### config.mk
export PLATFORM = sky130hd
export DESIGN_NAME = tcw_addr_unit
export DESIGN_NICKNAME = d
export VERILOG_FILES = /design/src/rtl/tcw_pkg.sv /design/src/rtl/tcw_addr_unit.sv
export SDC_FILE = /design/constraint.sdc
export NUM_CORES = 1
export LEC_CHECK = 0
export BUFFER_PORTS_ARGS = -buffer_cell sky130_fd_sc_hd__buf_2
export CORE_AREA = 2 2 39 41
export DETAILED_ROUTE_END_ITERATION = 8
export DIE_AREA = 0 0 41 43
export SLEW_MARGIN = 25
export SYNTH_ARGS = -nofsm -noshare
export SYNTH_HDL_FRONTEND = slang
export SYNTH_SLANG_ARGS = --single-unit
### constraint.sdc
create_clock -name vclk -period 4.1
set_clock_uncertainty 0.2 [all_clocks]
set_input_delay 0.205 -clock vclk [all_inputs]
set_output_delay 0.205 -clock vclk [all_outputs]
set_load 0.005 [all_outputs]
### src/rtl/tcw_pkg.sv
// Shared types and constants for the text console writer.
package tcw_pkg;

    localparam int FUNC_W = 3;
    localparam int ROW_W  = 5;
    localparam int COL_W  = 7;
    localparam int CHAR_W = 8;
    localparam int ATTR_W = 8;
    localparam int CELL_W = CHAR_W + ATTR_W;

    localparam int CFG_DATA_W = 32;
    localparam int CFG_ADDR_W = 3;

    localparam logic [CHAR_W-1:0] NEWLINE_CODE    = 8'd10;
    localparam logic [ATTR_W-1:0] CURSOR_ATTR_RST = 8'd15;

    // register index, taken from paddr[2]
    localparam logic REG_IDX_CURSOR_ATTR = 1'b0;

    typedef enum logic [FUNC_W-1:0] {
        FN_PRINT     = 3'd0,
        FN_PUT       = 3'd1,
        FN_PLACE     = 3'd2,
        FN_CLR_KEEP  = 3'd3,
        FN_CLR_HOME  = 3'd4,
        FN_READ      = 3'd5
    } t_func;

    typedef enum logic [2:0] {
        ST_CLEAR,
        ST_IDLE,
        ST_PLACE,
        ST_SCROLL,
        ST_READ,
        ST_DONE
    } t_state;

    typedef struct packed {
        logic              ok;
        logic [ROW_W-1:0]  cursor_row;
        logic [COL_W-1:0]  cursor_col;
        logic [CHAR_W-1:0] cell_char;
        logic [ATTR_W-1:0] cell_attr;
    } t_result;

endpackage

### src/rtl/tcw_addr_unit.sv
// Shared cell address unit: row*COLUMNS + col and bounds check.
module tcw_addr_unit #(
    parameter int ROWS    = 25,
    parameter int COLUMNS = 80,
    parameter int AW      = 11
) (
    input  logic [tcw_pkg::ROW_W-1:0] i_row,
    input  logic [tcw_pkg::COL_W-1:0] i_col,
    output logic [AW-1:0]             o_addr,
    output logic                      o_in_bounds
);
    import tcw_pkg::*;

    assign o_in_bounds = ({1'b0, i_row} < (ROW_W+1)'(ROWS))
                         && ({1'b0, i_col} < (COL_W+1)'(COLUMNS));
    assign o_addr = AW'(i_row * COLUMNS) + AW'(i_col);

endmodule

==> summary.md, run 1 <==
| Metric | Value |
|---|---|
| Status | `complete, no violations` |
| Highest clock rate | `404 MHz` |
| Final net count | `71` |
| Xor/xnor share of the synthesized area | `0.195` |
| Worst slew margin | `0.837` |
| Leakage | `0.216 nW` |
| Worst EP arrival | `2070 ps` |
| Number of global-route vias before repair | `275` |
| Synth warn | `0` |
| Drt first-iter violations | `1` |
| CORE AREA | `1380 um2` |
| Die span in y | `43 um` |
| Hold path startpoint | `i_col[1]` |
| Largest net degree at the start of global routing | `5` |
| Via density | `4.45` |
| Synth Cell Area | `314 um2` |
| Largest family of logic cells by synthesized area | `adder cells` |
| Worst Hold Path EP | `o_addr[1]` |
| Tmin final | `2480 ps` |
| Top Ports | `24` |
| Hpwl dp | `572 um` |
| Syn Inst Count | `34` |
| Synthesized area per cell | `9.24 um2` |
| Hold_buf cts | `0` |
| Multi-input gate area | `284 um2` |
| Total power | `0.0681 mW` |
| Pwr/cell area | `177 nW/um2` |
| WHS | `210 ps` |
| Period utilization | `0.604` |
| Post-CTS Setup Repair Bufs | `0` |
| Die ar. | `1760 um2` |
| Area added between synthesis and finish | `22.3%` |
| CP Max Fanout | `4` |
| Worst vdd ir | `0.0522 mV` |
| Port Buffers | `16` |
| Drt wl/cell | `10.3 um` |
| Required time of the critical path | `3690 ps` |
| Gates resized, CTS repair | `0` |
| Final TNS setup | `0 ps` |
| Synth Area in Simple Gates | `0.0757` |
| Critical Path Source Type | `primary input` |
| Worst Setup End Kind | `output port` |
| Initial antenna violation count | `0` |
| Compound-Gate Fraction of Synth Area | `0.147` |
| Crit path from | `i_row[1]` |
| # diodes | `0` |
| Seq_cells | `0` |
| Final instance area | `384 um2` |
| GP Congestion | `0.640` |
| Max-Cap Viols | `0` |
| Final-report setup violation count | `0` |
| FP Rows | `14` |
| GR Overflow Total | `0` |
| Final Hold Viols | `0` |
| DP Area | `384 um2` |
| Sequential Area | `0 um2` |
| Layout cells sized above 1 | `0.348` |
| Via count | `276` |
| Hold path depth | `0` |
| CP Class | `in -> out` |
| Adder-Cell Fraction of Synth Area | `0.486` |
| # clk buffers | `0` |
| Hold Crit Class | `in -> out` |
| Post-Syn Nets | `57` |
| Post-synthesis mux area share | `0` |
| Die Wd | `41 um` |
| Number of fill cells | `154` |
| Global-route wire length before repair | `1050 um` |
| Pre-antenna DRT Iters | `2` |
| Max-slew violation total from the final report | `0` |
| Sequential share of the synthesized area | `0` |
| Gr usage total | `0.0791` |
| Routed Antenna Nets | `0` |
| RSZ-0062 raised after global routing | `false` |
| Distinct cell type count after synthesis | `13` |
| DRC viols | `0` |
| Routed WL | `639 um` |
| Worst Max-Slew Pin Slew | `241 ps` |
| Initial core utilization | `0.227` |
==> synth_stat cells, drive strengths merged <==
cell type  n  area, um2
ha         9        113
buf        4       30.0
xnor2      4       35.0
a21o       3       22.5
xor2       3       26.3
a21oi      2       10.0
fa         2       40.0
nand2      2       7.51
and2       1       6.26
nand4      1       6.26
nor2       1       3.75
o21ai      1       5.00
o311ai     1       8.76
==> kinds of logic after synthesis <==
logic type	count (synthesis)
fa+ha+maj	11
simple gates	5
xor+xnor	7
compound gates	7
buf+inv	4
==> cell type report <==
type,count,area share
repair buffers,16,0.208
well taps,16,0.0521
multi-input cells,30,0.739
==> report_power, final <==
part	internal, mW	switching (mW)	total (mW)
registers	0	0	0
logic	0.0350	0.0331	0.0681
clock network	0	0	0
==> metal layers <==
metal  global-route usage  up-vias  routed length, um
li1                     -      142                  -
met1                0.105      122                308
met2                0.138       12                265
met3               0.0105        0                 64
met4                    0        0                  0
met5                    0        -                  0
==> per-stage QoR <==
stage	setup WS, ps	util	cells
after floorplan	1970	-	34
after global placement	1660	0.278	62
after detailed placement	1610	0.278	62
after CTS	1600	0.278	62
after global routing	1460	0.278	62
final	1620	0.278	62
==> critical path, stage by stage <==
cell and delay [ps]:
buf_2 130, ha_1 290, ha_1 230, fa_1 370, xor2_1 220, nand4_1 150, xnor2_1 210, xnor2_1 140
buf_2 130
==> cells in the final DEF, fill, tap and decap left out <==
cell type	instances
a21o_1	3
a21oi_1	2
and2_1	1
buf_2	16
fa_1	2
ha_1	9
nand2_1	2
nand4_1	1
nor2_1	1
o21ai_0	1
o311ai_0	1
xnor2_1	4
xor2_1	3
==> how the worst max path moves through the flow <==
stage,to,slack [ps],cells after the start
2_1_floorplan,o_addr[10],1970,7
3_3_place_gp,o_addr[10],1660,9
3_5_place_dp,o_addr[10],1610,9
4_1_cts,o_addr[10],1600,9
5_1_grt,o_addr[10],1460,9
6_report,o_addr[10],1620,9
No activity file was read; power rests on OpenSTA's default activity.
==> run 2, diff against run 1 <==
Clock period 4.1 ns to 2.6 ns, I/O delays scaled along.
==> run 2 against run 1 <==
Via count fell by 4.7%. Cell count is the same. Setup slack worse by 1400 ps. Cell area unchanged. Total power up 56%. Critical path depth is the same. Critical path type unchanged.
==> summary.md, run 2 (synthesized netlist as in run 1, its figures left out) <==
| Metric | Value |
|---|---|
| Layout cells sized above 1 | `0.348 (unchanged)` |
| Sequential Area | `0 um2 (unchanged)` |
| Final net count | `71 (unchanged)` |
| Crit path from | `i_row[1]` |
| Hold_buf cts | `0 (unchanged)` |
| Hold path startpoint | `i_col[1]` |
| Tmin final | `2330 ps` |
| Final-report setup violation count | `0 (unchanged)` |
| DRC viols | `0 (unchanged)` |
| GR Overflow Total | `0 (unchanged)` |
| Period utilization | `0.895` |
| Die span in y | `43 um (unchanged)` |
| Largest net degree at the start of global routing | `5 (unchanged)` |
| Initial core utilization | `0.227 (unchanged)` |
| Pwr/cell area | `277 nW/um2 (+56%)` |
| Global-route wire length before repair | `1060 um (+1.3%)` |
| Die ar. | `1760 um2 (unchanged)` |
| Worst vdd ir | `0.0947 mV (+81%)` |
| CORE AREA | `1380 um2 (unchanged)` |
| Total power | `0.107 mW (+56%)` |
| Gr usage total | `0.0822 (+0.00309)` |
| CP max stage cell | `fa_1` |
| Initial antenna violation count | `0 (unchanged)` |
| Drt wl/cell | `9.77 um (-5.2%)` |
| Most frequent cells in the layout | `buf_2, ha_1, xnor2_1` |
| Highest clock rate | `430 MHz` |
| Via count | `263 (-4.7%)` |
| Routed Antenna Nets | `0 (unchanged)` |
| Status | `complete, no violations` |
| Critical Path Source Type | `primary input` |
| # diodes | `0 (unchanged)` |
| Post-CTS Setup Repair Bufs | `0 (unchanged)` |
| Final TNS setup | `0 ps (unchanged)` |
| Worst Setup End Kind | `output port` |
| Leakage | `0.216 nW (unchanged)` |
| Final Util | `0.278 (unchanged)` |
| Commonest non-fill, non-tap cell in the layout | `buf_2` |
| CP Class | `in -> out` |
| Hpwl dp | `571 um (-0.23%)` |
| Pre-antenna DRT Iters | `1 (-1)` |
| Number of global-route vias before repair | `275 (unchanged)` |
| CP Max Fanout | `4 (unchanged)` |
| # clk buffers | `0 (unchanged)` |
| Seq_cells | `0 (unchanged)` |
| Worst Max-Slew Pin Slew | `240 ps (-1.19 ps)` |
| Gates resized, CTS repair | `0 (unchanged)` |
| Final worst slack | `272 ps (-1350 ps)` |
| Via density | `4.24 (-4.7%)` |
| GP Congestion | `0.599 (-6.5%)` |
| Area added between synthesis and finish | `22.3% (unchanged)` |
| Hold Crit Class | `in -> out` |
| Critical Path Max Stage Delay | `370 ps (about the same)` |
| Die Wd | `41 um (unchanged)` |
| Port Buffers | `16 (unchanged)` |
| Number of fill cells | `154 (unchanged)` |
| FP Rows | `14 (unchanged)` |
| RSZ-0062 raised after global routing | `false` |
| Top Ports | `24 (unchanged)` |
| Required time of the critical path | `2270 ps (-1420 ps)` |
| Multi-input gate area | `284 um2 (unchanged)` |
| Largest delay contributor family on the critical path | `adder cells` |
| Final Hold Viols | `0 (unchanged)` |
| WHS | `60.0 ps (-150 ps)` |
| Worst EP arrival | `2000 ps (-70 ps)` |
| Critical path cell sequence | `buf_2 -> ha_1 -> ha_1 -> fa_1 -> xor2_1 -> nand4_1 -> xnor2_1 -> xnor2_1 -> buf_2` |
| Worst slew margin | `0.838 (about the same)` |
| Routed WL | `606 um (-5.2%)` |
| Max-Cap Viols | `0 (unchanged)` |
| Drt first-iter violations | `0 (-1)` |
| Max-slew violation total from the final report | `0 (unchanged)` |
| Pre-CTS setup slack | `252 ps (-1360 ps)` |
| CP Buf/Inv Count | `2 (unchanged)` |
-- run 2: cell counts in the layout (fill, tap and decap cells not counted) --
No cell type changed its count.
-- run 2: per-layer routing --
metal,share of wire,up-vias,track usage
li1,-,142,-
met1,0.47,109,0.128
met2,0.43,12,0.128
met3,0.10,0,0.00524
met4,0,0,0
met5,0,-,0
-- run 2: final timing paths --
check,endpoint,depth (start not counted)
worst max-delay path,o_addr[10],9
worst min-delay path,o_addr[1],0
-- run 2: final cells by class --
| cell class | instances | share of cell area |
|---|---|---|
| multi-input cells | 30 | 0.739 |
| well taps | 16 | 0.0521 |
| repair buffers | 16 | 0.208 |
-- run 2: power breakdown --
part	switching (mW)	leakage [nW]	internal, mW
sequential	0	0	0
clock	0	0	0
combinational	0.0513	0.216	0.0553
-- run 2: per-stage QoR --
step                      std cells  area [um2]
after floorplan                  34         314
after global placement           62         384
after detailed placement         62         384
after CTS                        62         384
after global routing             62         384
final                            62         384
==> run 3, diff against run 2 <==
Settings changed: BUFFER_PORTS_ARGS -buffer_cell sky130_fd_sc_hd__buf_2 to default, DONT_BUFFER_PORTS from default to 1.
==> run 3 against run 2 <==
Wire length shrank 7.1%. Count of clock-buffer cells in the layout unchanged. Largest power group unchanged. First-iteration DRC count did not move.
==> summary.md, run 3 (synthesized netlist as in run 1, its figures left out) <==
| Metric | Value |
|---|---|
| Final net count | `55 (-23%)` |
| Critical Path Source Type | `primary input` |
| NetSw | `0.0417 mW (-19%)` |
| Drt wl/cell | `12.2 um (+25%)` |
| Port Buffers | `0 (-16)` |
| Commonest non-fill, non-tap cell in the layout | `ha_1` |
| Die Wd | `41 um (unchanged)` |
| CP Max Fanout | `4 (unchanged)` |
| GR Overflow Total | `0 (unchanged)` |
| Via density | `4.74 (+12%)` |
| Pre-antenna DRT Iters | `1 (unchanged)` |
| Worst vdd ir | `0.0445 mV (-53%)` |
| Highest clock rate | `485 MHz (+13%)` |
| Die span in y | `43 um (unchanged)` |
| Global-route wire length before repair | `848 um (-20%)` |
| Worst slew margin | `0.831 (-0.00649)` |
| Die ar. | `1760 um2 (unchanged)` |
| Clock power frac | `0 (unchanged)` |
| Seq_cells | `0 (unchanged)` |
| # diodes | `0 (unchanged)` |
| Hold_buf cts | `0 (unchanged)` |
| Pwr/cell area | `252 nW/um2 (-9.1%)` |
| Number of fill cells | `153 (-0.65%)` |
| DP Area | `304 um2 (-21%)` |
| Initial core utilization | `0.227 (unchanged)` |
| CP Class | `in -> out` |
| Initial antenna violation count | `0 (unchanged)` |
| Routed Antenna Nets | `0 (unchanged)` |
| Worst Max-Slew Pin Slew | `250 ps (+9.61 ps)` |
| GP Congestion | `0.536 (-10%)` |
| Pre-CTS setup slack | `521 ps (+269 ps)` |
| Final Hold Viols | `0 (unchanged)` |
| Hpwl dp | `532 um (-6.8%)` |
| Top Ports | `24 (unchanged)` |
| Number of global-route vias before repair | `218 (-21%)` |
| Final-report setup violation count | `0 (unchanged)` |
| Max-slew violation total from the final report | `0 (unchanged)` |
| Combinational share of power | `1.000 (about the same)` |
| Sequential power share | `0 (unchanged)` |
| Layout cells sized above 1 | `0 (-0.348)` |
| Final instance area | `304 um2 (-21%)` |
| Drt first-iter violations | `0 (unchanged)` |
| DRC viols | `0 (unchanged)` |
| Post-CTS Setup Repair Bufs | `0 (unchanged)` |
| Most frequent cells in the layout | `ha_1, xnor2_1, a21o_1, xor2_1` |
| Final worst slack | `540 ps (+268 ps)` |
| Worst Setup End Kind | `output port` |
| Largest net degree at the start of global routing | `5 (unchanged)` |
| Leakage | `0.153 nW (-29%)` |
| Hold Crit Class | `in -> out` |
| # clk buffers | `0 (unchanged)` |
| Gr usage total | `0.0660 (-0.0162)` |
| Required time of the critical path | `2270 ps (about the same)` |
| Pint | `0.0350 mW (-37%)` |
| Sequential Area | `0 um2 (unchanged)` |
| Worst setup path end | `o_addr[10]` |
| Period utilization | `0.792 (-0.103)` |
| Worst EP arrival | `1730 ps (-270 ps)` |
| RSZ-0062 raised after global routing | `false` |
| Gates resized, CTS repair | `0 (unchanged)` |
| Crit path from | `i_row[1]` |
| Area added between synthesis and finish | `-3.19%` |
| Switching Share | `0.544 (+0.0627)` |
| Max-Cap Viols | `0 (unchanged)` |
| Final TNS setup | `0 ps (unchanged)` |
| Tmin final | `2060 ps (-268 ps)` |
| Routed WL | `563 um (-7.1%)` |
| Status | `complete, no violations` |
| FP Rows | `14 (unchanged)` |
| Multi-input gate area | `284 um2 (unchanged)` |
| CORE AREA | `1380 um2 (unchanged)` |
| Via count | `218 (-17%)` |
run 3: power by group through the flow:
stage / sequential [mW] / combinational (mW) / clock, mW
6_report: 0 / 0.0767 / 0
5_1_grt: 0 / 0.0899 / 0
4_1_cts: 0 / 0.0788 / 0
3_5_place_dp: 0 / 0.0778 / 0
3_3_place_gp: 0 / 0.0775 / 0
2_1_floorplan: 0 / 0.0703 / 0
run 3: critical path, cell delays in order:
cell and delay [ps]:
ha_1 270, ha_1 230, fa_1 380, xor2_1 210
nand4_1 140, xnor2_1 220, xnor2_1 160
run 3: area by class of cell:
type               count  share of cell area
multi-input cells     30               0.934
well taps             16              0.0658
run 3: worst min-delay path by stage:
stage | end | start | cells after the start
floorplan | o_addr[10] | i_row[4] | 1
global placement | o_addr[2] | i_col[2] | 0
detailed placement | o_addr[2] | i_col[2] | 0
CTS | o_addr[2] | i_col[2] | 0
global route | o_addr[1] | i_col[1] | 0
finish | o_addr[1] | i_col[1] | 0
run 3: per-layer routing:
| metal | GRT usage | part of all wire | vias to the layer above |
|---|---|---|---|
| met1 | 0.0794 | 0.40 | 94 |
| met3 | 0.0419 | 0.18 | 0 |
| met4 | 0 | 0 | 0 |
| met2 | 0.103 | 0.42 | 12 |
| met5 | 0 | 0 | - |
| li1 | - | - | 112 |
run 3: metrics by stage:
stage           util  total power [mW]  cells  hold WS, ps
2_1_floorplan      -            0.0703     34          120
3_3_place_gp   0.220            0.0775     46         60.0
3_5_place_dp   0.220            0.0778     46         60.0
4_1_cts        0.220            0.0788     46         60.0
5_1_grt        0.220            0.0899     46         60.0
6_report       0.220            0.0767     46         60.0
