File: src/rtl/tcw_pkg.sv
// Shared types and constants for the text console writer.
package tcw_pkg;

    localparam int FUNC_W = 3;
    localparam int ROW_W  = 5;
    localparam int COL_W  = 7;
    localparam int CHAR_W = 8;
    localparam int ATTR_W = 8;
    localparam int CELL_W = CHAR_W + ATTR_W;

    localparam int CFG_DATA_W = 32;
    localparam int CFG_ADDR_W = 3;

    localparam logic [CHAR_W-1:0] NEWLINE_CODE    = 8'd10;
    localparam logic [ATTR_W-1:0] CURSOR_ATTR_RST = 8'd15;

    // register index, taken from paddr[2]
    localparam logic REG_IDX_CURSOR_ATTR = 1'b0;

    typedef enum logic [FUNC_W-1:0] {
        FN_PRINT     = 3'd0,
        FN_PUT       = 3'd1,
        FN_PLACE     = 3'd2,
        FN_CLR_KEEP  = 3'd3,
        FN_CLR_HOME  = 3'd4,
        FN_READ      = 3'd5
    } t_func;

    typedef enum logic [2:0] {
        ST_CLEAR,
        ST_IDLE,
        ST_PLACE,
        ST_SCROLL,
        ST_READ,
        ST_DONE
    } t_state;

    typedef struct packed {
        logic              ok;
        logic [ROW_W-1:0]  cursor_row;
        logic [COL_W-1:0]  cursor_col;
        logic [CHAR_W-1:0] cell_char;
        logic [ATTR_W-1:0] cell_attr;
    } t_result;

endpackage

File: src/rtl/tcw_cfg.sv
// APB register block holding the cursor attribute.
module tcw_cfg (
    input  logic                             i_clk,
    input  logic                             i_rst_n,
    input  logic                             i_psel,
    input  logic                             i_penable,
    input  logic                             i_pwrite,
    input  logic [tcw_pkg::CFG_ADDR_W-1:0]   i_paddr,
    input  logic [tcw_pkg::CFG_DATA_W-1:0]   i_pwdata,
    output logic [tcw_pkg::CFG_DATA_W-1:0]   o_prdata,
    output logic                             o_pready,
    output logic [tcw_pkg::ATTR_W-1:0]       o_cursor_attr
);
    import tcw_pkg::*;

    logic [ATTR_W-1:0] r_cursor_attr;
    logic              wr_en;

    assign o_pready = 1'b1;
    assign wr_en    = i_psel && i_penable && i_pwrite && o_pready
                      && (i_paddr[2] == REG_IDX_CURSOR_ATTR);

    always_ff @(posedge i_clk) begin
        if (!i_rst_n) begin
            r_cursor_attr <= CURSOR_ATTR_RST;
        end else if (wr_en) begin
            r_cursor_attr <= i_pwdata[ATTR_W-1:0];
        end
    end

    always_comb begin
        o_prdata = '0;
        if (i_paddr[2] == REG_IDX_CURSOR_ATTR) begin
            o_prdata = {{(CFG_DATA_W-ATTR_W){1'b0}}, r_cursor_attr};
        end
    end

    assign o_cursor_attr = r_cursor_attr;

endmodule

File: config.mk
export PLATFORM = sky130hd
export DESIGN_NAME = tcw_cfg
export DESIGN_NICKNAME = d
export VERILOG_FILES = /design/src/rtl/tcw_pkg.sv /design/src/rtl/tcw_cfg.sv
export SDC_FILE = /design/constraint.sdc
export NUM_CORES = 1
export LEC_CHECK = 0
export BUFFER_PORTS_ARGS = -buffer_cell sky130_fd_sc_hd__buf_4
export CAP_MARGIN = 20
export CORE_AREA = 2 2 54 46
export DETAILED_ROUTE_END_ITERATION = 7
export DIE_AREA = 0 0 56 48
export MAX_ROUTING_LAYER = met4
export PLACE_DENSITY = 0.77
export RECOVER_POWER = 50
export REMOVE_ABC_BUFFERS = 1
export SLEW_MARGIN = 10
export SYNTH_ARGS = -nofsm -noshare
export SYNTH_HDL_FRONTEND = slang
export SYNTH_SLANG_ARGS = --single-unit
File: constraint.sdc
create_clock -name i_clk -period 0.8 [get_ports i_clk]
set_input_delay 0.04 -clock i_clk [delete_from_list [all_inputs] [get_ports i_clk]]
set_output_delay 0.04 -clock i_clk [all_outputs]
set_load 0.03 [all_outputs]
==> flow_summary.toml, run 1 <==
[sta]
finalHoldViolations = 0
skew_ns = 0
rsz0062_at_grt = "true"
final.setup.tns_ns = -1.40
fin_crit_ns = 0.936
slew_violations = 0
layout_setup_ws_ns = -0.136
finalSetupViolCount = 16
holdWs_ns = 0.0495
fin_crit_sh = 1.17
fmax_mhz = 1070

[setup_path]
crit_arrival_ns = 0.90
cp_max_fo = 2
worstReg2RegEnd = "o_cursor_attr[3]$_SDFFE_PN1P_"
worstRegToRegCells = 3
crit_chain = "and2b_2 > buf_6"
critical_path_buf_inv_count = 1
start_kind = "flop"
cp.required_ns = 0.76
end_kind = "output port"
worstReg2RegStart = "o_cursor_attr[3]$_SDFFE_PN1P_"
crit_type = "reg -> out"
reg2reg_slack_ns = 0.08
slowest_delay_ns = 0.32
slowest_stage = "dfxtp_2"
crit_family = "flip-flops"

[cts]
cts_num_sinks = 8
clk_path_buf_depth = 2
htree_num_levels = 1
cts.clk_slew.worst_paths_ns = 0.06
cts_tree = "yes"
cts_root_buf = "clkbuf_4"
cts_buffers = 3
cts_hold_buffers = 0
clkLatencyLatePin_ns = 0.25

[min_path]
min_from = "i_pwdata[5]"
worstHoldPathType = "in -> reg"
whs_path_depth = 3
holdPathEnd = "o_cursor_attr[5]$_SDFFE_PN0P_"

[yosys]
seq_area_frac_synth = 0.262
synth_area_per_cell_um2 = 8.72
ys_types = 10
synth_seq_cells = 8
synth_top_area_cell = "buf_4"
synth.top_cell.area_share = 0.307
syn_inst = 70
synthTopCellsByArea = "buf_4 31%, dfxtp_1 26%, mux2i_1 13%"
netlist_area_um2 = 611
ys_warn_count = 0

[routing]
ant_nets = 0
num_vias = 495
drt-total-wl_um = 1330
post-route-drc-count = 0
drtIter0Drc = 2
avgRoutedWirePerCell_um = 9.93
vias_per_cell = 3.69
dr.pass1.iters = 2

[global_routing]
antenna_found_initial = 0
first_global_vias = 446
grt_first_pass_wirelength_um = 1990
gr-total-overflow = 0
grt_max_degree = 17
grtUsageTotal = 0.107

[floorplanning]
core_area_mm2 = 0.00210
initial_core_util = 0.290
num_rows = 15
boundaryPins = 81
design.die.area_mm2 = 0.00269
die_h_um = 48
dieWidth_um = 56

[power]
peakVddDrop_uv = 935
p_leak_nw = 0.467
power.density_mw_per_mm2 = 1190

[run_status]
violations = "negative setup slack"
status = "finished, violations left"

[final_layout]
layout_commonest_cell = "conb_1"
area_growth_syn_to_layout_pct = 52.9
drive_gt1_frac = 0.514
largest_register_ffs = 8
nets = 151
postLayoutCoreUtil = 0.444
mostFrequentLayoutCells = "25 x conb_1, 21 x buf_6, 19 x buf_4"
diodes = 0
fillers = 221
instances_no_fill = 134

[place]
dpl.cell_count = 123
place.gp.congestion = 0.613
port_buffers = 29
dp_hpwl_um = 1000

[job]
drv_cap = 0
## tightest hold or removal path: stages
cell and delay (ns):
buf_4 0.10, nand2_1 0.05, mux2i_1 0.06
## power breakdown
part	leakage (nW)	switching, W	internal (W)
logic	0.390	0.000262	0.000136
clock network	0.0138	0.000132	0.000171
registers	0.0635	0.00000496	0.000409
total	0.467	0.000399	0.000716
## cell usage after synthesis (all sizes together)
cell type,number
buf,26
and2b,8
dfxtp,8
mux2i,8
nand2,8
nor2b,8
conb,2
and4b,1
clkbuf,1
## area by class of cell
cell class                      count  area, um^2  area share
Multi-Input combinational cell     58         334       0.358
Clock buffer                        3        22.5      0.0241
Sequential cell                     8         166       0.178
Timing Repair Buffer               40         379       0.406
Tap cell                           25        31.3      0.0335
## metrics by stage
stage	power (W)	setup WS [ns]	instance area, um^2
detailed placement	0.000782	-0.0462	766
global route	0.00119	-0.176	933
CTS	0.00113	-0.134	918
floorplan	0.000670	-0.0243	494
finish	0.00112	-0.136	933
global placement	0.000777	-0.00770	766
## worst max path at each step
stage | slack, ns | end | start | cells past startpoint
2_1_floorplan | -0.02 | o_prdata[0] | o_cursor_attr[0]$_SDFFE_PN1P_ | 1
3_3_place_gp | -0.008 | o_cursor_attr[7]$_SDFFE_PN0P_ | i_paddr[2] | 4
3_5_place_dp | -0.05 | o_cursor_attr[4]$_SDFFE_PN0P_ | i_paddr[2] | 4
4_1_cts | -0.13 | o_prdata[4] | o_cursor_attr[4]$_SDFFE_PN0P_ | 2
5_1_grt | -0.18 | o_prdata[5] | o_cursor_attr[5]$_SDFFE_PN0P_ | 2
6_report | -0.14 | o_prdata[0] | o_cursor_attr[0]$_SDFFE_PN1P_ | 2
## layer usage
metal  share of wire  vias to the layer above  track usage
met3           0.071                        0       0.0595
met5               0                        -            -
met2            0.61                       25        0.221
met1            0.31                      222       0.0861
met4               0                        0       0.0238
li1                -                      248            -
## kinds of logic (layout without fill, tap and decap cells)
| family | Yosys count | in the layout | share of synthesized area |
|---|---|---|---|
| other cells | 2 | 25 | 0.0123 |
| buf+inv | 27 | 43 | 0.332 |
| mux | 8 | 8 | 0.131 |
| simple gates | 25 | 25 | 0.262 |
| flops | 8 | 8 | 0.262 |
## what timing repair did
action | 4_1_cts | 5_1_grt
setup endpoints to repair | 16 | 16
resized for setup | 24 | 5
setup buffers | 8 | 0
pin swaps | 0 | 0
Power figures use the tool's default switching activity.
==> run 2: changes to the inputs <==
Settings changed: CORE_AREA 2 2 54 46 to 2 2 42 59, DIE_AREA 0 0 56 48 to 0 0 44 61, PLACE_DENSITY 0.77 to 0.76.
==> run 2 against run 1 <==
Net effect: the run still ends with negative setup slack left; die area is 0.15% lower; final area increased by 2.1%; clock power about the same; sequential share of layout area down 0.37 points; sequential power is essentially flat; register-to-register slack got worse by 0.04 ns; critical path type unchanged; highest routed layer unchanged.
==> flow_summary.toml, run 2 (synthesis gave the netlist of run 1 again) <==
[floorplanning]
design.die.area_mm2 = 0.00268
dieWidth_um = 44
num_rows = 20
initial_core_util = 0.284
core_area_mm2 = 0.00215
boundaryPins = 81
die_h_um = 61

[power]
comb_power_share = 0.359
p_int_w = 0.000720
power.density_mw_per_mm2 = 1180
p_seq_frac = 0.369
swShare = 0.358
p_clk_frac = 0.271
p_leak_nw = 0.477
peakVddDrop_uv = 546
switchingPower_w = 0.000401

[setup_path]
crit_type = "reg -> out"
cp.required_ns = 0.76
end_kind = "output port"
slowest_delay_ns = 0.32
cp_max_fo = 2
slowest_stage = "dfxtp_2"
crit_chain = "and2b_2 > buf_6"
start_kind = "flop"
crit_arrival_ns = 0.90

[sta]
finalHoldViolations = 0
final.setup.tns_ns = -1.36
fin_crit_sh = 1.17
layout_setup_ws_ns = -0.136
finalSetupViolCount = 16
fmax_mhz = 1070
rsz0062_at_grt = "true"
slew_violations = 0
skew_ns = 0
fin_crit_ns = 0.936

[final_layout]
diodes = 0
drive_gt1_frac = 0.536
largest_register_ffs = 8
instances_no_fill = 132
area_growth_syn_to_layout_pct = 56.1
nets = 152
layout_commonest_cell = "conb_1"
postLayoutCoreUtil = 0.443
stdcell_area_um2 = 953
mostFrequentLayoutCells = "25 x conb_1, 24 x buf_6, 17 x buf_4, 8 x and2b_2, 8 x mux2i_1"

[cts]
cts_buffers = 3
htree_num_levels = 1
cts.clk_slew.worst_paths_ns = 0.05
cts_num_sinks = 8
cts_tree = "yes"
cts_root_buf = "clkbuf_4"
clk_path_buf_depth = 2
cts_hold_buffers = 0
clkLatencyLatePin_ns = 0.25

[min_path]
worstHoldPathType = "in -> reg"

[global_routing]
grt_max_degree = 17
gr-total-overflow = 0
grt_first_pass_wirelength_um = 2050
first_global_vias = 485
grtUsageTotal = 0.110
antenna_found_initial = 0

[place]
dpl.cell_count = 120
dp_hpwl_um = 940
port_buffers = 29
post_dp_cell_area_um2 = 762
place.gp.congestion = 0.659

[routing]
drtIter0Drc = 2
drt-total-wl_um = 1320
vias_per_cell = 3.87
num_vias = 511
dr.pass1.iters = 2
post-route-drc-count = 0
ant_nets = 0
avgRoutedWirePerCell_um = 9.96

[run_status]
status = "finished, violations left"
violations = "negative setup slack"

[job]
drv_cap = 0
## run 2: cell count changes in the layout (fill, tap and decap cells not counted), sizes merged
cell and change:
buf +1
## run 2: final timing paths
check,from,to,slack [ns],cells past startpoint
setup / recovery,o_cursor_attr[5]$_SDFFE_PN0P_,o_prdata[5],-0.14,2
hold / removal,i_pwdata[6],o_cursor_attr[6]$_SDFFE_PN0P_,0.04,3
setup reg to reg,o_cursor_attr[6]$_SDFFE_PN0P_,o_cursor_attr[6]$_SDFFE_PN0P_,0.04,4
hold reg to reg,o_cursor_attr[7]$_SDFFE_PN0P_,o_cursor_attr[7]$_SDFFE_PN0P_,0.57,3
## run 2: power by group through the flow
stage	clock (W)	combinational, W	sequential (W)
5_1_grt	0.000329	0.000429	0.000415
3_3_place_gp	0	0.000356	0.000422
2_1_floorplan	0	0.000231	0.000439
4_1_cts	0.000326	0.000396	0.000414
3_5_place_dp	0	0.000359	0.000423
6_report	0.000304	0.000403	0.000414
## run 2: through the flow
step,setup slack [ns],power [W],hold slack (ns)
floorplan,-0.0243,0.000670,0.182
global placement,-0.00964,0.000778,0.299
detailed placement,-0.0743,0.000782,0.307
CTS,-0.141,0.00114,0.0275
global route,-0.165,0.00117,0.0543
finish,-0.136,0.00112,0.0404
## run 2: layout make-up
type	instances	area [um^2]
well taps	22	27.5
multi-input cells	58	339
flip-flops and latches	8	166
clock buffers	3	22.5
fillers	216	1200
repair buffers	41	398
## run 2: worst max-delay path, delay by kind of cell (launching register included)
family                 cells  cell delay, ns
DFF                        1            0.32
and+or+nand+nor            1            0.19
buffers and inverters      1            0.13
## run 2: metal layers
| layer | GRT usage | part of all wire | vias to the layer above |
|---|---|---|---|
| met3 | 0.0238 | 0.12 | 0 |
| met5 | - | 0 | - |
| li1 | - | - | 249 |
| met1 | 0.113 | 0.34 | 219 |
| met2 | 0.195 | 0.54 | 43 |
| met4 | 0.0519 | 0 | 0 |
## run 2: repair_timing
action / CTS / global route
setup buffers: 8 / 1
gates resized for setup: 28 / 6
endpoints found under the setup margin: 16 / 17
==> run 3: changes to the inputs <==
Settings changed: ABC_AREA set to 1, PLACE_DENSITY 0.76 to 0.78.
==> run 3 against run 2 <==
Net effect: the flow still finishes with violations (negative setup slack); synthesized area increased by 5.7%; die area unchanged; routed wire length increased by 2.8%; global-route usage decreased by 0.92 points; non-clock buffer count decreased by 2; worst hold slack got worse by 0.031 ns; critical path depth increased by 1; first-iteration DRC count increased to 2.5 times the previous value; maximum frequency decreased by 2.3%; register-to-register slack improved by 0.04 ns; synthesized cell count increased by 33%; critical endpoint is now o_prdata[2]; largest cell class unchanged; largest power group is now combinational logic; highest routed layer is now met4.
==> flow_summary.toml, run 3 <==
[yosys]
synth_ff_type = "dfxtp_1"
synthAdderAreaFrac = 0
synthSimpleGateAreaFrac = 0.333
synth.top_cell.area_share = 0.291
synth_compound_area_frac = 0
synth_most_common_cell = "buf_4"
synth_top_family_by_area = "buffers and inverters"
synth_area_per_cell_um2 = 6.94
ys_warn_count = 0
synth_seq_cells = 8
ys_types = 15
synth_xor_area_frac = 0
seq_area_frac_synth = 0.248
netlist_area_um2 = 646
synthTopCellsByArea = "buf_4 29%, dfxtp_1 25%, inv_1 8.1%"
netlist_top_cells_count = "25 x buf_4, 14 x inv_1, 12 x nand2_1, 12 x nor2_1"
syn_inst = 93
synth_mux_area_frac = 0
synth_top_area_cell = "buf_4"
synth-edff-count = 0
synthArstFlopShare = 0

[final_layout]
layout_commonest_cell = "conb_1"
fillers = 235
instances_no_fill = 153
largest_register_ffs = 8
diodes = 0
drive_gt1_frac = 0.519
seq_area_um2 = 173
nets = 173
multi_input_area_um2 = 319
mostFrequentLayoutCells = "25 x conb_1, 23 x buf_4, 12 x nand2_1, 12 x buf_6"
area_growth_syn_to_layout_pct = 46.1

[run_status]
violations = "negative setup slack"
status = "finished, violations left"

[setup_path]
end_kind = "output port"
reg2reg_slack_ns = 0.08
worstReg2RegEnd = "o_cursor_attr[5]$_SDFFE_PN0P_"
crit_arrival_ns = 0.92
worstRegToRegCells = 3
start_kind = "flop"
crit_type = "reg -> out"
cp_max_fo = 3
slowest_delay_ns = 0.35
cp.required_ns = 0.76
worstReg2RegStart = "o_cursor_attr[5]$_SDFFE_PN0P_"
crit_chain = "inv_2 > nor2_2 > buf_6"
slowest_stage = "dfxtp_2"
cp-startpoint = "o_cursor_attr[2]$_SDFFE_PN1P_"

[sta]
final.setup.tns_ns = -1.18
finalHoldViolations = 0
finalSetupViolCount = 12
slew_violations = 0
fin_crit_ns = 0.958
fin_crit_sh = 1.20
rsz0062_at_grt = "true"
layout_setup_ws_ns = -0.158
fmax_mhz = 1040
holdWs_ns = 0.00982
skew_ns = 0

[min_path]
worstHoldPathType = "in -> reg"
min_from = "i_pwdata[2]"
holdPathEnd = "o_cursor_attr[2]$_SDFFE_PN1P_"
whs_path_depth = 3

[routing]
post-route-drc-count = 0
avgRoutedWirePerCell_um = 8.84
ant_nets = 0
num_vias = 584
drtIter0Drc = 5
dr.pass1.iters = 4
drt-total-wl_um = 1350
vias_per_cell = 3.82

[place]
dp_slack_ns = 0.0831
port_buffers = 29
place.gp.congestion = 0.725
dp_hpwl_um = 996
dpl.cell_count = 140

[cts]
cts_tree = "yes"
clkLatencyLatePin_ns = 0.25
cts_root_buf = "clkbuf_4"
cts_num_sinks = 8
clk_path_buf_depth = 2
cts.clk_slew.worst_paths_ns = 0.05
cts_buffers = 3
htree_num_levels = 1

[global_routing]
grt_max_degree = 11
gr-total-overflow = 0
first_global_vias = 474
grtUsageTotal = 0.101
antenna_found_initial = 0
grt_first_pass_wirelength_um = 1880

[power]
peakVddDrop_uv = 641
p_leak_nw = 0.555
power.density_mw_per_mm2 = 1280

[floorplanning]
core_area_mm2 = 0.00215
num_rows = 20
initial_core_util = 0.300
design.die.area_mm2 = 0.00268
die_h_um = 61
dieWidth_um = 44
boundaryPins = 81

[job]
drv_cap = 0
-- run 3: cell families after synthesis --
group | after synthesis
buffers and inverters | 42
other | 2
flip-flops | 8
AND/OR/NAND/NOR | 41
-- run 3: power by group --
group	leakage, nW	switching [W]	internal (W)
Clock	0.0138	0.000143	0.000172
Combinational	0.475	0.000319	0.000151
Sequential	0.0655	0.0000142	0.000414
-- run 3: cell type report --
class                           instances  area share
Clock buffer                            3      0.0239
Timing Repair Buffer                   39       0.363
Inverter                               15      0.0623
Tap cell                               22      0.0292
Sequential cell                         8       0.183
Multi-Input combinational cell         66       0.338
-- run 3: stage by stage --
stage	util	power [W]	area, um^2
6_report	0.438	0.00121	943
5_1_grt	0.438	0.00127	943
4_1_cts	0.409	0.00118	880
3_5_place_dp	0.359	0.000848	773
3_3_place_gp	0.359	0.000844	773
2_1_floorplan	-	0.000721	528
-- run 3: per-layer routing --
layer,vias to the layer above,part of all wire,track usage
met2,37,0.57,0.172
li1,296,-,-
met3,2,0.10,0.0268
met5,-,0,-
met4,0,0.013,0.0693
met1,249,0.31,0.0971
-- run 3: how the worst max path moves through the flow --
stage | endpoint | slack [ns]
finish | o_prdata[2] | -0.16
global route | o_prdata[2] | -0.19
CTS | o_prdata[4] | -0.14
detailed placement | o_cursor_attr[2]$_SDFFE_PN1P_ | 0.08
global placement | o_cursor_attr[2]$_SDFFE_PN1P_ | 0.1
floorplan | o_prdata[4] | -0.23
-- run 3: repair_timing --
item | in CTS | in global routing
endpoints found under the hold margin | 1 | 1
setup buffers | 6 | 2
setup endpoints to repair | 16 | 16
hold buffers | 1 | 1
pin swaps | 3 | 5
resized for setup | 14 | 17
-- run 3: critical path, delay by kind of cell, from the launching register on --
kind          cells  cell delay, ns
flops             1            0.35
buf+inv           2            0.18
simple gates      1            0.13
