## src/rtl/tcw_pkg.sv

```systemverilog
// Shared types and constants for the text console writer.
package tcw_pkg;

    localparam int FUNC_W = 3;
    localparam int ROW_W  = 5;
    localparam int COL_W  = 7;
    localparam int CHAR_W = 8;
    localparam int ATTR_W = 8;
    localparam int CELL_W = CHAR_W + ATTR_W;

    localparam int CFG_DATA_W = 32;
    localparam int CFG_ADDR_W = 3;

    localparam logic [CHAR_W-1:0] NEWLINE_CODE    = 8'd10;
    localparam logic [ATTR_W-1:0] CURSOR_ATTR_RST = 8'd15;

    // register index, taken from paddr[2]
    localparam logic REG_IDX_CURSOR_ATTR = 1'b0;

    typedef enum logic [FUNC_W-1:0] {
        FN_PRINT     = 3'd0,
        FN_PUT       = 3'd1,
        FN_PLACE     = 3'd2,
        FN_CLR_KEEP  = 3'd3,
        FN_CLR_HOME  = 3'd4,
        FN_READ      = 3'd5
    } t_func;

    typedef enum logic [2:0] {
        ST_CLEAR,
        ST_IDLE,
        ST_PLACE,
        ST_SCROLL,
        ST_READ,
        ST_DONE
    } t_state;

    typedef struct packed {
        logic              ok;
        logic [ROW_W-1:0]  cursor_row;
        logic [COL_W-1:0]  cursor_col;
        logic [CHAR_W-1:0] cell_char;
        logic [ATTR_W-1:0] cell_attr;
    } t_result;

endpackage

```

## src/rtl/tcw_req_if.sv

```systemverilog
// Request channel: console command in.
interface tcw_req_if;
    import tcw_pkg::*;

    logic              valid;
    logic              ready;
    logic [FUNC_W-1:0] func;
    logic [ROW_W-1:0]  row;
    logic [COL_W-1:0]  col;
    logic [CHAR_W-1:0] character;
    logic [ATTR_W-1:0] attr;

    modport source (output valid, func, row, col, character, attr, input ready);
    modport sink   (input valid, func, row, col, character, attr, output ready);
endinterface

```

## src/rtl/tcw_ctrl.sv

```systemverilog
// Command sequencer: cell writes and reads, cursor placement, clear and scroll sweeps.
module tcw_ctrl #(
    parameter int ROWS    = 25,
    parameter int COLUMNS = 80,
    parameter int AW      = 11
) (
    input  logic                        i_clk,
    input  logic                        i_rst_n,
    tcw_req_if.sink                     i_req,
    input  logic [tcw_pkg::ATTR_W-1:0]  i_cursor_attr,
    // address unit
    output logic [tcw_pkg::ROW_W-1:0]   o_au_row,
    output logic [tcw_pkg::COL_W-1:0]   o_au_col,
    input  logic [AW-1:0]               i_au_addr,
    input  logic                        i_au_in_bounds,
    // cell memory
    output logic                        o_we,
    output logic [AW-1:0]               o_waddr,
    output logic [tcw_pkg::CELL_W-1:0]  o_wdata,
    output logic [AW-1:0]               o_raddr,
    input  logic [tcw_pkg::CELL_W-1:0]  i_rdata,
    // result
    output logic                        o_res_valid,
    output tcw_pkg::t_result            o_res,
    input  logic                        i_res_ready
);
    import tcw_pkg::*;

    localparam int NCELLS = ROWS * COLUMNS;
    localparam int CW     = $clog2(NCELLS + 1);
    localparam logic [CW-1:0] LAST_IDX  = CW'(NCELLS - 1);
    localparam logic [CW-1:0] END_IDX   = CW'(NCELLS);
    localparam logic [CW-1:0] MOVE_CNT  = CW'(NCELLS - COLUMNS);
    localparam logic [CW-1:0] ROW_STEP  = CW'(COLUMNS);

    t_state            r_state, n_state;
    logic [ROW_W-1:0]  r_row, n_row;
    logic [COL_W-1:0]  r_col, n_col;
    logic [AW-1:0]     r_cur_addr, n_cur_addr;
    logic [CW-1:0]     r_cnt, n_cnt;
    logic              r_mark, n_mark;
    logic              r_ok, n_ok;
    logic [CHAR_W-1:0] r_cc, n_cc;
    logic [ATTR_W-1:0] r_ca, n_ca;

    logic              fire;
    logic [COL_W:0]    p_col;
    logic              adv_line;
    logic [ROW_W:0]    p_row;
    logic [COL_W:0]    p_colf;
    logic              p_scroll;
    logic [CW-1:0]     w_idx;
    logic [CELL_W-1:0] cursor_cell;

    assign i_req.ready = (r_state == ST_IDLE);
    assign fire        = i_req.valid && i_req.ready;

    // next cursor position for a print
    assign p_col    = {1'b0, r_col} + (COL_W+1)'(1);
    assign adv_line = (i_req.character == NEWLINE_CODE) || (p_col >= (COL_W+1)'(COLUMNS));
    assign p_row    = adv_line ? ({1'b0, r_row} + (ROW_W+1)'(1)) : {1'b0, r_row};
    assign p_colf   = adv_line ? '0 : p_col;
    assign p_scroll = (p_row >= (ROW_W+1)'(ROWS));

    assign w_idx       = r_cnt - CW'(1);
    assign cursor_cell = {i_cursor_attr, {CHAR_W{1'b0}}};

    always_comb begin
        if (t_func'(i_req.func) == FN_PRINT) begin
            o_au_row = p_row[ROW_W-1:0];
            o_au_col = p_colf[COL_W-1:0];
        end else begin
            o_au_row = i_req.row;
            o_au_col = i_req.col;
        end
    end

    always_comb begin
        n_state    = r_state;
        n_row      = r_row;
        n_col      = r_col;
        n_cur_addr = r_cur_addr;
        n_cnt      = r_cnt;
        n_mark     = r_mark;
        n_ok       = r_ok;
        n_cc       = r_cc;
        n_ca       = r_ca;
        o_we       = 1'b0;
        o_waddr    = '0;
        o_wdata    = '0;
        o_raddr    = '0;

        case (r_state)
            ST_CLEAR: begin
                o_we    = 1'b1;
                o_waddr = r_cnt[AW-1:0];
                if (r_mark && (r_cnt[AW-1:0] == r_cur_addr)) begin
                    o_wdata = cursor_cell;
                end
                if (r_cnt == LAST_IDX) begin
                    n_cnt   = '0;
                    n_state = r_mark ? ST_DONE : ST_IDLE;
                end else begin
                    n_cnt = r_cnt + CW'(1);
                end
            end

            ST_IDLE: begin
                if (fire) begin
                    n_ok    = 1'b0;
                    n_cc    = '0;
                    n_ca    = '0;
                    n_state = ST_DONE;
                    case (t_func'(i_req.func))
                        FN_PRINT: begin
                            n_ok = 1'b1;
                            if (i_req.character != NEWLINE_CODE) begin
                                o_we    = 1'b1;
                                o_waddr = r_cur_addr;
                                o_wdata = {i_req.attr, i_req.character};
                            end
                            if (p_scroll) begin
                                n_row      = ROW_W'(ROWS - 1);
                                n_col      = '0;
                                n_cur_addr = AW'(NCELLS - COLUMNS);
                                n_cnt      = '0;
                                n_state    = ST_SCROLL;
                            end else begin
                                n_row      = p_row[ROW_W-1:0];
                                n_col      = p_colf[COL_W-1:0];
                                n_cur_addr = i_au_addr;
                                o_raddr    = i_au_addr;
                                n_state    = ST_PLACE;
                            end
                        end
                        FN_PUT: begin
                            if (i_au_in_bounds) begin
                                n_ok    = 1'b1;
                                o_we    = 1'b1;
                                o_waddr = i_au_addr;
                                o_wdata = {i_req.attr, i_req.character};
                            end
                        end
                        FN_PLACE: begin
                            if (i_au_in_bounds) begin
                                n_ok       = 1'b1;
                                n_row      = i_req.row;
                                n_col      = i_req.col;
                                n_cur_addr = i_au_addr;
                                o_raddr    = i_au_addr;
                                n_state    = ST_PLACE;
                            end
                        end
                        FN_CLR_KEEP: begin
                            n_ok    = 1'b1;
                            n_mark  = 1'b1;
                            n_cnt   = '0;
                            n_state = ST_CLEAR;
                        end
                        FN_CLR_HOME: begin
                            n_ok       = 1'b1;
                            n_mark     = 1'b1;
                            n_cnt      = '0;
                            n_row      = '0;
                            n_col      = '0;
                            n_cur_addr = '0;
                            n_state    = ST_CLEAR;
                        end
                        FN_READ: begin
                            if (i_au_in_bounds) begin
                                n_ok    = 1'b1;
                                o_raddr = i_au_addr;
                                n_state = ST_READ;
                            end
                        end
                        default: begin
                            n_ok = 1'b0;
                        end
                    endcase
                end
            end

            ST_PLACE: begin
                // keep the character, replace the attribute
                o_we    = 1'b1;
                o_waddr = r_cur_addr;
                o_wdata = {i_cursor_attr, i_rdata[CHAR_W-1:0]};
                n_state = ST_DONE;
            end

            ST_SCROLL: begin
                // read runs one row ahead of the write, write lands in the cycle after its read
                if (r_cnt < MOVE_CNT) begin
                    o_raddr = AW'(r_cnt + ROW_STEP);
                end
                if (r_cnt != '0) begin
                    o_we    = 1'b1;
                    o_waddr = w_idx[AW-1:0];
                    if (w_idx < MOVE_CNT) begin
                        o_wdata = i_rdata;
                    end else if (w_idx == MOVE_CNT) begin
                        o_wdata = cursor_cell;
                    end
                end
                if (r_cnt == END_IDX) begin
                    n_cnt   = '0;
                    n_state = ST_DONE;
                end else begin
                    n_cnt = r_cnt + CW'(1);
                end
            end

            ST_READ: begin
                n_cc    = i_rdata[CHAR_W-1:0];
                n_ca    = i_rdata[CELL_W-1:CHAR_W];
                n_state = ST_DONE;
            end

            ST_DONE: begin
                if (i_res_ready) begin
                    n_state = ST_IDLE;
                end
            end

            default: begin
                n_state = ST_IDLE;
            end
        endcase
    end

    always_ff @(posedge i_clk) begin
        if (!i_rst_n) begin
            r_state    <= ST_CLEAR;
            r_row      <= '0;
            r_col      <= '0;
            r_cur_addr <= '0;
            r_cnt      <= '0;
            r_mark     <= 1'b0;
        end else begin
            r_state    <= n_state;
            r_row      <= n_row;
            r_col      <= n_col;
            r_cur_addr <= n_cur_addr;
            r_cnt      <= n_cnt;
            r_mark     <= n_mark;
        end
    end

    always_ff @(posedge i_clk) begin
        r_ok <= n_ok;
        r_cc <= n_cc;
        r_ca <= n_ca;
    end

    assign o_res_valid      = (r_state == ST_DONE);
    assign o_res.ok         = r_ok;
    assign o_res.cursor_row = r_row;
    assign o_res.cursor_col = r_col;
    assign o_res.cell_char  = r_cc;
    assign o_res.cell_attr  = r_ca;

endmodule

```

## src/flat_wrapper.sv

```systemverilog
// flat-port wrapper written by rule: the top's interface ports become plain ports
module tcw_ctrl_flat import tcw_pkg::*;
#(
    parameter int ROWS    = 25,
    parameter int COLUMNS = 80,
    parameter int AW      = 11
)
  (i_clk, i_rst_n, i_cursor_attr, o_au_row, o_au_col, i_au_addr, i_au_in_bounds, o_we, o_waddr, o_wdata, o_raddr, i_rdata, o_res_valid, o_res, i_res_ready, i_req_valid, i_req_func, i_req_row, i_req_col, i_req_character, i_req_attr, i_req_ready);
  tcw_req_if i_req_i ();
  input  logic i_clk;
  input  logic i_rst_n;
  input  logic [tcw_pkg::ATTR_W-1:0] i_cursor_attr;
  output logic [tcw_pkg::ROW_W-1:0] o_au_row;
  output logic [tcw_pkg::COL_W-1:0] o_au_col;
  input  logic [AW-1:0] i_au_addr;
  input  logic i_au_in_bounds;
  output logic o_we;
  output logic [AW-1:0] o_waddr;
  output logic [tcw_pkg::CELL_W-1:0] o_wdata;
  output logic [AW-1:0] o_raddr;
  input  logic [tcw_pkg::CELL_W-1:0] i_rdata;
  output logic o_res_valid;
  output tcw_pkg::t_result o_res;
  input  logic i_res_ready;
  input wire logic [$bits(i_req_i.valid)-1:0] i_req_valid;
  input wire logic [$bits(i_req_i.func)-1:0] i_req_func;
  input wire logic [$bits(i_req_i.row)-1:0] i_req_row;
  input wire logic [$bits(i_req_i.col)-1:0] i_req_col;
  input wire logic [$bits(i_req_i.character)-1:0] i_req_character;
  input wire logic [$bits(i_req_i.attr)-1:0] i_req_attr;
  output wire logic [$bits(i_req_i.ready)-1:0] i_req_ready;
  assign i_req_i.valid = i_req_valid;
  assign i_req_i.func = i_req_func;
  assign i_req_i.row = i_req_row;
  assign i_req_i.col = i_req_col;
  assign i_req_i.character = i_req_character;
  assign i_req_i.attr = i_req_attr;
  assign i_req_ready = i_req_i.ready;
  tcw_ctrl #(.ROWS(ROWS), .COLUMNS(COLUMNS), .AW(AW)) u_core (.i_clk(i_clk), .i_rst_n(i_rst_n), .i_req(i_req_i), .i_cursor_attr(i_cursor_attr), .o_au_row(o_au_row), .o_au_col(o_au_col), .i_au_addr(i_au_addr), .i_au_in_bounds(i_au_in_bounds), .o_we(o_we), .o_waddr(o_waddr), .o_wdata(o_wdata), .o_raddr(o_raddr), .i_rdata(i_rdata), .o_res_valid(o_res_valid), .o_res(o_res), .i_res_ready(i_res_ready));
endmodule
```

## config.mk

```make
export PLATFORM = sky130hd
export DESIGN_NAME = tcw_ctrl_flat
export DESIGN_NICKNAME = d
export VERILOG_FILES = /design/src/rtl/tcw_pkg.sv /design/src/rtl/tcw_req_if.sv /design/src/rtl/tcw_ctrl.sv /design/src/flat_wrapper.sv
export SDC_FILE = /design/constraint.sdc
export NUM_CORES = 1
export LEC_CHECK = 0
export BUFFER_PORTS_ARGS = -buffer_cell sky130_fd_sc_hd__buf_4
export CORE_MARGIN = 2
export CORE_UTILIZATION = 51
export DETAILED_ROUTE_END_ITERATION = 6
export PLACE_DENSITY = 0.81
export SETUP_SLACK_MARGIN = 0.3
export SLEW_MARGIN = 10
export SYNTH_ARGS = -nofsm -noshare
export SYNTH_HDL_FRONTEND = slang
export SYNTH_SLANG_ARGS = --single-unit
```

## constraint.sdc

```tcl
create_clock -name i_clk -period 2.85 [get_ports i_clk]
set_clock_uncertainty 0.05 [all_clocks]
set_input_delay 0.285 -clock i_clk [delete_from_list [all_inputs] [get_ports i_clk]]
set_output_delay 0.285 -clock i_clk [all_outputs]
set_load 0.03 [all_outputs]
```

==> flow_metrics.env, run 1 <==
export IMPL_dp_slack_ps=25.3
export IMPL_report_final_slew_viol_count=0
export IMPL_p_leak_nw=3.15
export IMPL_drive_gt1_share_pct=48.6
export IMPL_num_rows=33
export IMPL_cp_slowest_cell="sky130_fd_sc_hd__dfxtp_4"
export IMPL_period_minus_ws_final_ps=3320
export IMPL_fin_total_pwr_mw=1.79
export IMPL_timing_final_hold_violations=0
export IMPL_grt_pass1_vias=5222
export IMPL_floorplan_die_height_um=97.1
export IMPL_worstReg2RegStart="u_core.r_col[0]"
export IMPL_synth_largest_area_cell="sky130_fd_sc_hd__dfxtp_1"
export IMPL_post_synth_instance_area_um2=4420
export IMPL_detail_route_drc_violations=67
export IMPL_critical_path_n_buffers_inverters=5
export IMPL_global_route_wire_length_before_repair_mm=26.7
export IMPL_mappedNetlistNets=650
export IMPL_detail_route_iter0_violations=1133
export IMPL_fin_ws_ps=-469
export IMPL_synth_top_area_share_pct=17.2
export IMPL_setup_viol=52
export IMPL_postSynthAreaPerCell_um2=7.75
export IMPL_synth_edf_count=17
export IMPL_clockBufferDepth=2
export IMPL_cts_tree="yes"
export IMPL_clock_root_buffer="sky130_fd_sc_hd__clkbuf_8"
export IMPL_synth_main_ff_cell="sky130_fd_sc_hd__dfxtp_1"
export IMPL_dp_hpwl_mm=11.5
export IMPL_critical_path_top_delay_family="compound AO/OA/AOI/OAI gates"
export IMPL_slew_limit_headroom_pct=41.9
export IMPL_antenna_violations_before_repair=0
export IMPL_cp_arrival_ps=3470
export IMPL_tritoncts_num_sinks=55
export IMPL_max_freq_mhz=301
export IMPL_outcome="finished, violations left"
export IMPL_fin_nets=848
export IMPL_timing_final_crit_share_pct=116
export IMPL_ant_nets=0
export IMPL_yosys_top_cells_area="sky130_fd_sc_hd__dfxtp_1 17%, sky130_fd_sc_hd__edfxtp_1 12%, sky130_fd_sc_hd__nand2_1 5.8%, sky130_fd_sc_hd__o21ai_0 5.7%, sky130_fd_sc_hd__a22o_1 5.6%"
export IMPL_worstSetupStartpointType="register"
export IMPL_crit_start="u_core.r_col[0]"
export IMPL_grtUsageTotal_pct=33.9
export IMPL_post_drt_wl_per_cell_um=25.2
export IMPL_n_antenna_cell=0
export IMPL_grt_setup_unrepaired="true"
export IMPL_layout_overhead_on_the_synthesized_area_pct=65.6
export IMPL_setup_worst_path_class="reg2reg"
export IMPL_detailedRoute_firstPassIterationCount=7
export IMPL_yosys_warn_count=0
export IMPL_clock_tree_htree_level_count=2
export IMPL_max_capacitance_violation_count=0
export IMPL_worst_setup_hold_path_clk_slew_ps=110
export IMPL_maximum_number_of_pins_on_one_net_before_global_route_repair=21
export IMPL_floorplan_initialDensity_pct=53.2
export IMPL_routed_wl_mm=22.1
export IMPL_globalRouteOverflowTotal=0
export IMPL_clk_insertion_delay_late_ps=330
export IMPL_floorplan_die_width_um=97.1
export IMPL_share_of_flip_flops_with_an_asynchronous_set_or_reset_pct=0
export IMPL_power_ir_vdd_worst_v=0.000186
export IMPL_worstPathMaxFanout=7
export IMPL_failed_checks="DRC, setup timing"
export IMPL_io_pin_count=153
export IMPL_synth_seq_cells=55
export IMPL_cts_made_buffers=5
export IMPL_cp_required_ps=3000
export IMPL_die_area_um2=9420
export IMPL_syn_inst=570
export IMPL_tightestPinTransition_ps=872
export IMPL_hold_path_class="in2reg"
export IMPL_worst_setup_path_end_kind="register"
export IMPL_crit_path_cell_trace="ha_4, and4_1, a22oi_2, a221oi_4, buf_6, buf_8, buf_8, buf_4, o21ai_2, a21o_1, nand4b_1, buf_4, a311oi_2"
export IMPL_gpl_final_weighted_congestion=0.928
export IMPL_port_buffer_count=152
export IMPL_critPathMaxStageDelay_ps=370
export IMPL_fp_coreArea_um2=8300
export IMPL_synthMostInstantiatedCell="sky130_fd_sc_hd__nand2_1"
export IMPL_yosysUniqueCellTypes=76
export IMPL_post_drt_via_cell_ratio=7.18
export IMPL_dr_total_vias=6279
export IMPL_pwr_cell_area_nw_per_um2=245
export IMPL_hold_path_startpoint="i_rdata[8]"
export IMPL_post_synth_most_frequent_cells="68 x sky130_fd_sc_hd__nand2_1, 50 x sky130_fd_sc_hd__o21ai_0, 44 x sky130_fd_sc_hd__nor2_1"
export IMPL_ys_seq_area_share_pct=28.8
## where the power goes
group / switching [mW] / internal (mW)
combinational: 0.224 / 0.189
clock: 0.290 / 0.285
sequential: 0.00477 / 0.800
## cell usage in the layout, fill, tap and decap left out, types with 6 or more instances in the layout
master / instances
sky130_fd_sc_hd__buf_4: 169
sky130_fd_sc_hd__nand2_1: 56
sky130_fd_sc_hd__buf_6: 56
sky130_fd_sc_hd__nor2_1: 38
sky130_fd_sc_hd__o21ai_0: 35
sky130_fd_sc_hd__a21oi_1: 31
sky130_fd_sc_hd__dfxtp_1: 28
sky130_fd_sc_hd__a22o_4: 17
sky130_fd_sc_hd__and2_1: 17
sky130_fd_sc_hd__edfxtp_1: 17
sky130_fd_sc_hd__o21ai_2: 14
sky130_fd_sc_hd__xnor2_1: 13
sky130_fd_sc_hd__nand3_1: 11
sky130_fd_sc_hd__inv_1: 10
sky130_fd_sc_hd__a22o_1: 10
sky130_fd_sc_hd__nor3_1: 10
sky130_fd_sc_hd__xor2_1: 9
sky130_fd_sc_hd__nand2_2: 8
sky130_fd_sc_hd__or3_1: 8
sky130_fd_sc_hd__a21o_1: 8
sky130_fd_sc_hd__a41oi_1: 7
sky130_fd_sc_hd__a222oi_1: 7
sky130_fd_sc_hd__a211oi_1: 7
sky130_fd_sc_hd__a311oi_1: 7
sky130_fd_sc_hd__nand2b_1: 6
sky130_fd_sc_hd__clkbuf_8: 6
sky130_fd_sc_hd__buf_12: 6
sky130_fd_sc_hd__dfxtp_4: 6
## what timing repair did
action | 4_1_cts | 5_1_grt
endpoints found under the setup margin | 66 | 84
gates cloned | 1 | 2
hold buffers | 0 | 0
pin swaps | 14 | 45
gates resized for setup | 67 | 125
setup buffers | 14 | 25
## routing by layer
metal	track usage, %	up-vias	share of wire [%]
met4	11.6	0	7.9
met3	6.12	217	14
met2	57.4	688	45
li1	-	2517	-
met1	43.7	2857	34
met5	0	-	0
## sequential cells by signal, indices dropped and copies added, names as in the netlist
register	count
u_core.r_cc	8
u_core.r_cur_addr	11
u_core.r_ok	1
u_core.r_ca	8
u_core.r_state	3
u_core.r_col	7
u_core.r_cnt	11
u_core.r_row	5
u_core.r_mark	1
## path summary, 6_finish.rpt
path	to	slack [ps]	cells past startpoint
setup / recovery	u_core.r_cnt[1]	-470	13
hold / removal	u_core.r_ca[0]	200	2
setup reg to reg	u_core.r_cnt[1]	-470	13
hold reg to reg	u_core.r_cur_addr[0]	500	2
## stage by stage
step / hold WS, ps / area (um^2) / utilization (%) / cells / TNS, ps
after global placement: 446 / 6010 / 72.5 / 824 / 0
after global routing: 214 / 7310 / 88.1 / 874 / -12370
final: 203 / 7310 / 88.1 / 874 / -11340
after floorplan: 390 / 4640 / - / 570 / 0
after detailed placement: 472 / 6010 / 72.5 / 824 / 0
after CTS: 199 / 6550 / 78.9 / 847 / -1880
## cell families (layout without fill, tap and decap cells)
| logic type | count (synthesis) | count (layout) | share of synthesized area, % |
|---|---|---|---|
| flops | 55 | 55 | 28.8 |
| buf+inv | 59 | 257 | 5.95 |
| compound gates | 188 | 189 | 29.4 |
| xor+xnor | 27 | 27 | 5.35 |
| fa+ha+maj | 9 | 9 | 2.55 |
| mux | 5 | 5 | 1.42 |
| simple gates | 227 | 227 | 26.5 |
## area by class of cell
cell class / instances / area [um^2]
Clock buffer: 6 / 82.6
Tap cell: 105 / 131
Clock inverter: 2 / 35.0
Timing Repair Buffer: 233 / 2050
Inverter: 16 / 67.6
Multi-Input combinational cell: 457 / 3650
Sequential cell: 55 / 1300
Fill cell: 400 / 987
Power figures use the tool's default switching activity.
==> run 2: changes to the inputs <==
- SETUP_SLACK_MARGIN: 0.3 -> 0.1
==> flow_metrics.env, run 2 (synthesis gave the netlist of run 1 again) <==
export IMPL_clk_insertion_delay_late_ps=330
export IMPL_clock_root_buffer="sky130_fd_sc_hd__clkbuf_8"
export IMPL_max_capacitance_violation_count=0
export IMPL_io_pin_count=153
export IMPL_clockBufferDepth=2
export IMPL_critical_path_top_delay_family="compound AO/OA/AOI/OAI gates"
export IMPL_crit_path_cell_trace="ha_4, nor2b_4, mux2_4, a221oi_4, mux2i_2, nand3_2, o22ai_2, buf_12, a22o_1, buf_6"
export IMPL_tightestPinTransition_ps=791
export IMPL_worstPathMaxFanout=11
export IMPL_p_seq_share_pct=45.8
export IMPL_tritoncts_num_sinks=55
export IMPL_power_share_switching_pct=25.6
export IMPL_setup_worst_path_class="reg2out"
export IMPL_detail_route_drc_violations=0
export IMPL_post_drt_via_cell_ratio=6.28
export IMPL_num_rows=33
export IMPL_p_leak_nw=2.85
export IMPL_dp_hpwl_mm=11.2
export IMPL_share_comb_of_total_power_pct=18.4
export IMPL_hold_path_class="in2reg"
export IMPL_grtUsageTotal_pct=31.3
export IMPL_power_ir_vdd_worst_v=0.000263
export IMPL_pwr_cell_area_nw_per_um2=269
export IMPL_fin_nets=827
export IMPL_power_switching_mw=0.451
export IMPL_critical_path_n_buffers_inverters=2
export IMPL_worstSetupStartpointType="register"
export IMPL_ant_nets=0
export IMPL_cp_required_ps=2520
export IMPL_n_antenna_cell=0
export IMPL_floorplan_die_height_um=97.1
export IMPL_timing_final_crit_share_pct=108
export IMPL_layout_overhead_on_the_synthesized_area_pct=47.7
export IMPL_cp_arrival_ps=2730
export IMPL_routed_wl_mm=16.2
export IMPL_detail_route_iter0_violations=657
export IMPL_drive_gt1_share_pct=39.7
export IMPL_final_common_cell="sky130_fd_sc_hd__buf_4"
export IMPL_fin_total_pwr_mw=1.76
export IMPL_clock_tree_htree_level_count=2
export IMPL_grt_pass1_vias=4944
export IMPL_worst_setup_hold_path_clk_slew_ps=100
export IMPL_failed_checks="setup timing"
export IMPL_detailedRoute_firstPassIterationCount=6
export IMPL_slew_limit_headroom_pct=46.9
export IMPL_power_clock_fraction_pct=35.8
export IMPL_floorplan_die_width_um=97.1
export IMPL_fin_ws_ps=-217
export IMPL_gpl_final_weighted_congestion=0.944
export IMPL_max_freq_mhz=326
export IMPL_floorplan_initialDensity_pct=53.2
export IMPL_setup_viol=12
export IMPL_die_area_um2=9420
export IMPL_largest_registers="u_core.r_cnt: 11 flops, u_core.r_cur_addr: 11 flops"
export IMPL_ff2ff_setup_slack_ps=80
export IMPL_period_minus_ws_final_ps=3070
export IMPL_fillers=563
export IMPL_final_cell_mix="189 x sky130_fd_sc_hd__buf_4, 63 x sky130_fd_sc_hd__nand2_1, 40 x sky130_fd_sc_hd__nor2_1, 40 x sky130_fd_sc_hd__o21ai_0, 32 x sky130_fd_sc_hd__a21oi_1"
export IMPL_maximum_number_of_pins_on_one_net_before_global_route_repair=21
export IMPL_cp_slowest_cell="sky130_fd_sc_hd__dfxtp_4"
export IMPL_outcome="finished, violations left"
export IMPL_fp_coreArea_um2=8300
export IMPL_timing_final_hold_violations=0
export IMPL_port_buffer_count=152
export IMPL_antenna_violations_before_repair=0
export IMPL_internal_power_mw=1.31
export IMPL_fin_worst_hold_slack_ps=209
export IMPL_cts_tree="yes"
export IMPL_global_route_wire_length_before_repair_mm=24.6
export IMPL_critPathMaxStageDelay_ps=360
export IMPL_cts_made_buffers=5
export IMPL_dr_total_vias=5361
export IMPL_grt_setup_unrepaired="true"
export IMPL_post_drt_wl_per_cell_um=19.0
export IMPL_globalRouteOverflowTotal=0
export IMPL_report_final_slew_viol_count=0
export IMPL_worst_setup_path_end_kind="output pin"
[run 2: changes by cell type in the layout (fill, tap and decap cells not counted), sizes merged]
cell      delta
clkinv       -1
clkinvlp     +1
clkbuf       -1
a41o         -1
bufinv       +1
buf         -20
[run 2: repair_timing]
| item | 4_1_cts | 5_1_grt |
|---|---|---|
| endpoints found under the setup margin | 40 | 64 |
| gates resized for setup | 39 | 48 |
| hold buffers | 0 | 0 |
| gates cloned | 0 | 3 |
| buffers inserted | 15 | 10 |
| pin swaps | 10 | 13 |
[run 2: power groups by stage]
stage               clock network (mW)  logic (mW)  registers, mW
floorplan                            0       0.127          0.822
global placement                     0       0.270          0.823
detailed placement                   0       0.276          0.823
CTS                              0.628       0.307          0.805
global route                     0.664       0.342          0.805
finish                           0.629       0.324          0.805
[run 2: path summary, 6_finish.rpt]
path | startpoint | end | cells after the start
worst max register to register | u_core.r_col[0] | u_core.r_cnt[1] | 11
worst min register to register | u_core.r_mark | u_core.r_mark | 2
worst max-delay path | u_core.r_col[0] | o_raddr[6] | 10
worst min-delay path | i_rdata[9] | u_core.r_ca[1] | 2
[run 2: final cells by class]
cell class                 instances  area (um^2)  area share, %
multi-input combinational        456         3220           49.3
inverter                          16         60.1          0.920
clock inverter                     3         67.6           1.04
timing repair buffer             213         1700           26.0
sequential                        55         1290           19.7
clock buffer                       5         68.8           1.05
tap                              105          131           2.01
[run 2: per-stage QoR]
| stage | setup TNS (ps) | utilization [%] | instance area [um^2] | worst slack, ps | instances |
|---|---|---|---|---|---|
| after floorplan | 0 | - | 4550 | 44.0 | 570 |
| after CTS | -1530 | 75.8 | 6290 | -176 | 843 |
| after global routing | -3260 | 78.6 | 6530 | -308 | 853 |
| final | -2040 | 78.6 | 6530 | -217 | 853 |
| after global placement | 0 | 71.0 | 5890 | 36.1 | 820 |
| after detailed placement | -2.70 | 71.0 | 5890 | -2.70 | 820 |
[run 2: routing by layer]
| layer | up-vias | wire length [um] | global-route usage, % |
|---|---|---|---|
| met5 | - | 0 | 0 |
| met4 | 0 | 472 | 10.1 |
| met3 | 52 | 1430 | 6.12 |
| met2 | 313 | 7820 | 51.5 |
| met1 | 2530 | 6460 | 41.4 |
| li1 | 2466 | - | - |
